File: config.mk
export PLATFORM = sky130hd
export DESIGN_NAME = stream_find_replace_core
export DESIGN_NICKNAME = d
export VERILOG_FILES = /design/src/rtl/core/sfr_pkg.sv /design/src/rtl/core/sfr_match.sv /design/src/rtl/core/sfr_resq.sv /design/src/rtl/core/stream_find_replace_core.sv
export SDC_FILE = /design/constraint.sdc
export NUM_CORES = 1
export LEC_CHECK = 0
export ABC_AREA = 1
export CELL_PAD_IN_SITES_DETAIL_PLACEMENT = 1
export CELL_PAD_IN_SITES_GLOBAL_PLACEMENT = 1
export CORE_ASPECT_RATIO = 1.25
export CORE_MARGIN = 8
export CORE_UTILIZATION = 45
export DETAILED_ROUTE_END_ITERATION = 6
export DONT_BUFFER_PORTS = 1
export PLACE_DENSITY_LB_ADDON = 0.1
export SLEW_MARGIN = 25
export SYNTH_ARGS = -nofsm -noshare
export SYNTH_HDL_FRONTEND = slang
export SYNTH_SLANG_ARGS = --single-unit
File: constraint.sdc
create_clock -name clk -period 16.46 [get_ports clk]
set_input_delay 4.938 -clock clk [delete_from_list [all_inputs] [get_ports clk]]
set_output_delay 4.938 -clock clk [all_outputs]
set_load 0.005 [all_outputs]
File: src/rtl/core/sfr_pkg.sv
// Package for the stream find-and-replace core: payload structs, configuration
// register indexes and default sizes. Every module of the core imports it.
// No dependencies.
package sfr_pkg;

    localparam int PATTERN_MAX_DEF = 8;
    localparam int REPL_MAX_DEF    = 8;

    localparam int CFG_DW = 64;
    localparam int CFG_IW = 3;

    // Configuration register indexes.
    typedef enum logic [CFG_IW-1:0] {
        REG_PATTERN_BYTES = 3'd0,
        REG_PATTERN_LEN   = 3'd1,
        REG_REPL_BYTES    = 3'd2,
        REG_REPL_LEN      = 3'd3
    } cfg_reg_t;

    // One text byte entering the core.
    typedef struct packed {
        logic [7:0] text_byte;
        logic       text_last;
    } text_in_t;

    // One result leaving the core.
    typedef struct packed {
        logic [7:0] out_byte;
        logic       out_valid;
        logic       out_last;
    } result_t;

endpackage

File: src/rtl/core/sfr_match.sv
// Combinational step of the find-and-replace core: appends a byte to the window,
// compares it with the pattern and builds the results of that byte.
// Depends on sfr_pkg.
module sfr_match #(
    parameter int PATTERN_MAX = sfr_pkg::PATTERN_MAX_DEF,
    parameter int REPL_MAX    = sfr_pkg::REPL_MAX_DEF,
    parameter int RES_MAX     = (PATTERN_MAX > REPL_MAX) ? PATTERN_MAX : REPL_MAX,
    parameter int FW          = $clog2(PATTERN_MAX + 1),
    parameter int RW          = $clog2(REPL_MAX + 1),
    parameter int CW          = $clog2(RES_MAX + 1)
) (
    input  sfr_pkg::text_in_t                  item,
    input  logic [PATTERN_MAX-1:0][7:0]        win,
    input  logic [FW-1:0]                      fill,
    input  logic [PATTERN_MAX*8-1:0]           pat_bytes,
    input  logic [FW-1:0]                      plen,
    input  logic [REPL_MAX*8-1:0]              repl_bytes,
    input  logic [RW-1:0]                      rlen,
    output logic [PATTERN_MAX-1:0][7:0]        win_next,
    output logic [FW-1:0]                      fill_next,
    output sfr_pkg::result_t [RES_MAX-1:0]     res,
    output logic [CW-1:0]                      res_count
);
    import sfr_pkg::*;

    logic [FW-1:0]               fill0;
    logic [FW-1:0]               fill1;
    logic [PATTERN_MAX-1:0][7:0] w;
    logic                        full;
    logic                        hit;

    always_comb
    begin
        fill0 = (fill >= plen) ? '0 : fill;
        fill1 = fill0 + FW'(1);

        w = win;
        for (int k = 0; k < PATTERN_MAX; k++)
        begin
            if (FW'(k) == fill0)
            begin
                w[k] = item.text_byte;
            end
        end

        full = (fill1 == plen);
        hit  = full;
        for (int k = 0; k < PATTERN_MAX; k++)
        begin
            if ((FW'(k) < plen) && (w[k] != pat_bytes[8*k +: 8]))
            begin
                hit = 1'b0;
            end
        end

        res       = '0;
        res_count = '0;
        if (hit)
        begin
            for (int k = 0; k < REPL_MAX; k++)
            begin
                res[k].out_byte  = repl_bytes[8*k +: 8];
                res[k].out_valid = 1'b1;
            end
            res_count = CW'(rlen);
            // A deleted match at the end of the text still needs an end marker.
            if (item.text_last && (rlen == '0))
            begin
                res[0]    = '0;
                res_count = CW'(1);
            end
        end
        else if (item.text_last)
        begin
            for (int k = 0; k < PATTERN_MAX; k++)
            begin
                res[k].out_byte  = w[k];
                res[k].out_valid = 1'b1;
            end
            res_count = CW'(fill1);
        end
        else if (full)
        begin
            res[0].out_byte  = w[0];
            res[0].out_valid = 1'b1;
            res_count        = CW'(1);
        end

        if (item.text_last)
        begin
            for (int k = 0; k < RES_MAX; k++)
            begin
                if (CW'(k + 1) == res_count)
                begin
                    res[k].out_last = 1'b1;
                end
            end
        end

        win_next  = w;
        fill_next = fill1;
        if (hit || item.text_last)
        begin
            fill_next = '0;
        end
        else if (full)
        begin
            for (int k = 0; k < PATTERN_MAX - 1; k++)
            begin
                win_next[k] = w[k + 1];
            end
            win_next[PATTERN_MAX-1] = 8'd0;
            fill_next               = fill1 - FW'(1);
        end
    end

endmodule

File: src/rtl/core/sfr_resq.sv
// Result queue of the find-and-replace core: holds the results of one text
// byte and hands them out one per cycle while result_stall is low. Depends on sfr_pkg.
module sfr_resq #(
    parameter int RES_MAX = sfr_pkg::PATTERN_MAX_DEF,
    parameter int CW      = $clog2(RES_MAX + 1)
) (
    input  logic                           clk,
    input  logic                           rst_n,
    input  logic                           load,
    input  sfr_pkg::result_t [RES_MAX-1:0] load_res,
    input  logic [CW-1:0]                  load_count,
    output logic                           can_load,
    output sfr_pkg::result_t               result,
    output logic                           result_valid,
    input  logic                           result_stall
);
    import sfr_pkg::*;

    result_t [RES_MAX-1:0] q_reg;
    result_t [RES_MAX-1:0] q_next;
    logic [CW-1:0]         cnt_reg;
    logic [CW-1:0]         cnt_next;
    logic                  pop;

    assign pop          = (cnt_reg != '0) && !result_stall;
    // The queue can take new results once the last one held leaves this cycle.
    assign can_load     = (cnt_reg == '0) || ((cnt_reg == CW'(1)) && !result_stall);
    assign result       = q_reg[0];
    assign result_valid = (cnt_reg != '0);

    always_comb
    begin
        q_next   = q_reg;
        cnt_next = cnt_reg;
        if (load)
        begin
            q_next   = load_res;
            cnt_next = load_count;
        end
        else if (pop)
        begin
            for (int k = 0; k < RES_MAX - 1; k++)
            begin
                q_next[k] = q_reg[k + 1];
            end
            q_next[RES_MAX-1] = '0;
            cnt_next          = cnt_reg - CW'(1);
        end
    end

    always_ff @(posedge clk or negedge rst_n)
    begin
        if (!rst_n)
        begin
            cnt_reg <= '0;
        end
        else
        begin
            cnt_reg <= cnt_next;
        end
    end

    always_ff @(posedge clk)
    begin
        q_reg <= q_next;
    end

endmodule

File: src/rtl/core/stream_find_replace_core.sv
// Stream find-and-replace core: replaces every leftmost, non-overlapping match.
// The first result of a text byte is registered and offered in the cycle after the byte is accepted.
// Throughput: one byte per cycle while each byte yields at most one result and result_stall
// is low; a byte that yields several results holds the input while the result queue drains.
// Reset (rst_n, asynchronous, active low) restores the register defaults, empties the
// window and the result queue. Depends on sfr_pkg, sfr_match and sfr_resq.
module stream_find_replace_core #(
    parameter int PATTERN_MAX = sfr_pkg::PATTERN_MAX_DEF,
    parameter int REPL_MAX    = sfr_pkg::REPL_MAX_DEF
) (
    input  logic                       clk,
    input  logic                       rst_n,
    input  logic                       cfg_we,
    input  logic [sfr_pkg::CFG_IW-1:0] cfg_index,
    input  logic [sfr_pkg::CFG_DW-1:0] cfg_data,
    input  sfr_pkg::text_in_t          text,
    input  logic                       text_valid,
    output logic                       text_stall,
    output sfr_pkg::result_t           result,
    output logic                       result_valid,
    input  logic                       result_stall
);
    import sfr_pkg::*;

    // The result queue must hold the largest burst of one byte: a full
    // replacement, or a whole window flushed at the end of the text.
    localparam int RES_MAX = (PATTERN_MAX > REPL_MAX) ? PATTERN_MAX : REPL_MAX;
    localparam int FW      = $clog2(PATTERN_MAX + 1);
    localparam int RW      = $clog2(REPL_MAX + 1);
    localparam int CW      = $clog2(RES_MAX + 1);

    // Configuration registers. Only the bytes that the sizes can use are kept.
    logic [PATTERN_MAX*8-1:0] pattern_bytes_reg;
    logic [3:0]               pattern_len_reg;
    logic [REPL_MAX*8-1:0]    repl_bytes_reg;
    logic [3:0]               repl_len_reg;

    // The window holds the text bytes that are not yet resolved, oldest first.
    logic [PATTERN_MAX-1:0][7:0] win_reg;
    logic [PATTERN_MAX-1:0][7:0] win_next;
    logic [FW-1:0]               fill_reg;
    logic [FW-1:0]               fill_next;

    logic [FW-1:0]               plen;
    logic [RW-1:0]               rlen;
    result_t [RES_MAX-1:0]       step_res;
    logic [CW-1:0]               step_count;
    logic                        can_load;
    logic                        text_accept;

    // A transaction on the text channel is taken only when the result queue
    // is free for its results at the same edge.
    assign text_stall  = !can_load;
    assign text_accept = text_valid && can_load;

    // Length registers are clamped into the range the hardware supports; a
    // pattern length of zero behaves as one.
    always_comb
    begin
        if (pattern_len_reg == 4'd0)
        begin
            plen = FW'(1);
        end
        else if (pattern_len_reg > 4'(PATTERN_MAX))
        begin
            plen = FW'(PATTERN_MAX);
        end
        else
        begin
            plen = FW'(pattern_len_reg);
        end

        if (repl_len_reg > 4'(REPL_MAX))
        begin
            rlen = RW'(REPL_MAX);
        end
        else
        begin
            rlen = RW'(repl_len_reg);
        end
    end

    sfr_match #(
        .PATTERN_MAX (PATTERN_MAX),
        .REPL_MAX    (REPL_MAX),
        .RES_MAX     (RES_MAX),
        .FW          (FW),
        .RW          (RW),
        .CW          (CW)
    ) u_match (
        .item       (text),
        .win        (win_reg),
        .fill       (fill_reg),
        .pat_bytes  (pattern_bytes_reg),
        .plen       (plen),
        .repl_bytes (repl_bytes_reg),
        .rlen       (rlen),
        .win_next   (win_next),
        .fill_next  (fill_next),
        .res        (step_res),
        .res_count  (step_count)
    );

    sfr_resq #(
        .RES_MAX (RES_MAX),
        .CW      (CW)
    ) u_resq (
        .clk          (clk),
        .rst_n        (rst_n),
        .load         (text_accept),
        .load_res     (step_res),
        .load_count   (step_count),
        .can_load     (can_load),
        .result       (result),
        .result_valid (result_valid),
        .result_stall (result_stall)
    );

    // Configuration writes must arrive only while the core is idle, so that they never
    // meet a text transaction; the core does not enforce this. Writing the pattern length discards the window.
    always_ff @(posedge clk or negedge rst_n)
    begin
        if (!rst_n)
        begin
            pattern_bytes_reg <= '0;
            pattern_len_reg   <= 4'd1;
            repl_bytes_reg    <= '0;
            repl_len_reg      <= 4'd0;
            win_reg           <= '0;
            fill_reg          <= '0;
        end
        else
        begin
            if (text_accept)
            begin
                win_reg  <= win_next;
                fill_reg <= fill_next;
            end
            if (cfg_we)
            begin
                case (cfg_index)
                    REG_PATTERN_BYTES:
                    begin
                        pattern_bytes_reg <= cfg_data[PATTERN_MAX*8-1:0];
                    end
                    REG_PATTERN_LEN:
                    begin
                        pattern_len_reg <= cfg_data[3:0];
                        fill_reg        <= '0;
                    end
                    REG_REPL_BYTES:
                    begin
                        repl_bytes_reg <= cfg_data[REPL_MAX*8-1:0];
                    end
                    REG_REPL_LEN:
                    begin
                        repl_len_reg <= cfg_data[3:0];
                    end
                    default:
                    begin
                        // Indexes beyond the register list are ignored.
                    end
                endcase
            end
        end
    end

endmodule
==> reports/metrics.csv <==
stage;metric;value;unit
clocking;ctsHoldBuffers;0;
logic_synthesis;yosys-top-cells-area;dfrtp_1 (33%), nand2_1 (19%), edfxtp_1 (15%), o21ai_0 (6.7%), inv_1 (5.9%);
placed_design;io_buffers;0;
logic_synthesis;synthSimpleGateAreaFrac;29.1;%
power_and_ir_drop;power_frac_clock;23.1;%
logic_synthesis;synth.most_common_cell;nand2_1;
sta;skew;0.0171;ns
placed_design;dp_cells;2460;
worst_setup_path;cp.arrival;5.23;ns
die;io_pins;93;
clocking;root_buffer;clkbuf_16;
placed_design;globalplace.congestion;0.838;
clocking;cts-resized-gates;0;
logic_synthesis;muxShareOfSynthArea;0;%
sta;hold_violations;0;
logic_synthesis;synthFlopType;dfrtp_1;
power_and_ir_drop;power_switching;1.31;mW
power_and_ir_drop;combPwrFrac;40.2;%
power_and_ir_drop;p_seq_share;36.7;%
placed_design;dp_hpwl;34600;µm
route;ant_nets;0;
sta;tns;0;ns
worst_setup_path;worstSetupStartpoint;result_stall;
logic_synthesis;yosys_warnings;0;
sta;worstMarginPinSlew;0.956;ns
worst_setup_path;cp-end-kind;output pin;
worst_setup_path;critPathRequiredTime;11.52;ns
sta;setup_viol;0;
worst_setup_path;regToRegEndpoint;u_resq.q_reg[64];
die;die_w;183;µm
clocking;cts_made_buffers;31;
job;maxCapViolations;0;
sta;fin_ws;6.29;ns
route;routed_wl;51400;µm
sta;rsz0062_at_grt;false;
logic_synthesis;synth_compound_area_share;11.6;%
clocking;cts_buffer_depth;3;
logic_synthesis;synth_top_family_by_area;simple AND/OR/NAND/NOR gates;
worst_setup_path;worstPathMaxFanout;2;
sta;period_share;61.8;%
final_layout;instances_no_fill;2518;
clocking;clock_latency;0.58;ns
clocking;cts_setup_buffers;0;
global_route;grtUsageTotal;25.3;%
clocking;cts_tree;built;
route;drtPass1Iterations;5;
worst_setup_path;endpoint;text_stall;
route;drt-wirelength-per-cell;20.4;µm
route;dr.first_iter.drc_count;921;
logic_synthesis;syn-num-nets;2184;
clocking;clock-sinks;288;
die;die_h;225;µm
logic_synthesis;yosysTopAreaCell;dfrtp_1;
clocking;clk_pin_slew_worst_paths;0.06;ns
die;num_rows;76;
worst_hold_path;hold_path_class;reg -> reg;
power_and_ir_drop;powerDensity;184;nW/µm²
logic_synthesis;ys_top_cells_by_count;nand2_1 (786), inv_1 (248), o21ai_0 (210), dfrtp_1 (207), nand3_1 (178);
worst_setup_path;r2r_slack;9.67;ns
final_layout;layout-drive-gt1-share;5.27;%
route;drcViolationCount;0;
global_route;grt_pass1_wl;82200;µm
final_layout;fin_util;49.1;%
logic_synthesis;syn_area_per_cell;7.52;µm²
power_and_ir_drop;leakagePower;8.37;nW
die;start_util;45.7;%
placed_design;pre_cts_ws;6.29;ns
final_layout;nFillCells;4333;
global_route;grt_pass1_vias;14700;
logic_synthesis;yosys.area_share.adder;0.795;%
logic_synthesis;ys_async_sr_fraction;72.2;%
logic_synthesis;synth_area;15700;µm²
die;core_area;34400;µm²
route;via_count;13900;
global_route;grt_overflow;0;
final_layout;insertedDiodeCount;0;
logic_synthesis;ys_types;40;
die;die-area;41200;µm²
route;vias_per_cell;5.51;
clocking;cts_max_level;1;
final_layout;nNetsFinal;2116;
power_and_ir_drop;power;3.11;mW
run_status;outcome;complete, no violations;
logic_synthesis;synth.top_cell.area_share;32.9;%
global_route;grt_start_max_net_pins;209;
worst_setup_path;worstRegToRegCells;28;
logic_synthesis;netlist_instances;2093;
worst_setup_path;critical_path_class;in -> out;
power_and_ir_drop;vdd_drop_max;103;µV
power_and_ir_drop;p_int;1.80;mW
final_layout;syn_to_final_growth;7.54;%
power_and_ir_drop;swShare;42.2;%
global_route;antenna_found_initial;0;
worst_setup_path;start_kind;input port;
sta;finalCriticalPeriod;10.17;ns
final_layout;largest_register_ff_count;70;
sta;slew_viol_final;0;
sta;fmax;98.4;MHz
logic_synthesis;synth_edf_count;80;
logic_synthesis;ys_seq_area_share;48.4;%
worst_setup_path;crit-reg2reg-launch;pattern_len_reg[0];
logic_synthesis;synth_xor_area_share;0.390;%
logic_synthesis;synth-seq-cells;288;
sta;slew_headroom;36.2;%
[per-stage QoR]
step	hold WS, ns	area, µm²
after global routing	0.514	16900
after CTS	0.486	16900
after global placement	0.463	15900
after detailed placement	0.470	15900
after floorplan	0.449	15700
final	0.484	16900
[final cells by class]
class,instances,area [µm²],area share (%)
clock buffers,46,933,5.52
clock inverters,12,116,0.688
inverters,255,958,5.66
multi-input cells,1439,6640,39.3
flip-flops and latches,288,7610,45.0
well taps,468,586,3.46
repair buffers,10,75.1,0.444
[worst max-delay path: stages]
cell,delay (ns)
inv_1,0.03
nand3_1,0.07
nand2_1,0.05
inv_1,0.13
[power groups by stage]
stage | logic, mW | registers [mW] | clock network (mW)
after floorplan | 0.956 | 1.11 | 0
final | 1.25 | 1.14 | 0.719
after global placement | 1.20 | 1.14 | 0
after detailed placement | 1.24 | 1.15 | 0
after CTS | 1.26 | 1.14 | 0.735
after global routing | 1.42 | 1.17 | 0.756
[placed cells by master, fill, tap and decap left out, types with 8 or more instances in the layout]
cell type,n
buf_4,10
inv_1,247
nand2_2,10
clkbuf_16,32
ha_1,10
dfrtp_1,207
nand2_1,786
nand3_1,176
edfxtp_1,80
o21ai_1,18
o2bb2ai_1,28
a31oi_1,13
nor2_1,73
clkbuf_8,8
nand3b_1,18
a21oi_1,36
clkinv_2,8
o21ai_0,209
o22ai_1,9
[kinds of logic (layout without fill, tap and decap cells)]
logic type,after synthesis,in the layout
AOI/OAI and AO/OA,327,327
and+or+nand+nor,1095,1095
adders and majority gates,10,10
buffers and inverters,366,323
DFF,288,288
xor gates and xnor gates,7,7
[worst min path at each step]
stage               cells after the start           endpoint         startpoint  slack (ns)
detailed placement                      2         win_reg[6]         win_reg[6]        0.47
CTS                                     2         win_reg[6]         win_reg[6]        0.49
global placement                        2         win_reg[4]         win_reg[4]        0.46
global route                            2         win_reg[4]         win_reg[4]        0.51
finish                                  2        win_reg[26]        win_reg[26]        0.48
floorplan                               2  u_resq.cnt_reg[1]  u_resq.cnt_reg[1]        0.45
[per-layer routing]
layer | vias up | GRT usage, % | part of all wire [%]
met1 | 6907 | 31.9 | 43
met3 | 116 | 3.23 | 4.1
met5 | - | 0 | 0
met2 | 294 | 42.6 | 49
li1 | 6551 | - | -
met4 | 0 | 11.8 | 4.5
No activity file was read; power rests on OpenSTA's default activity.
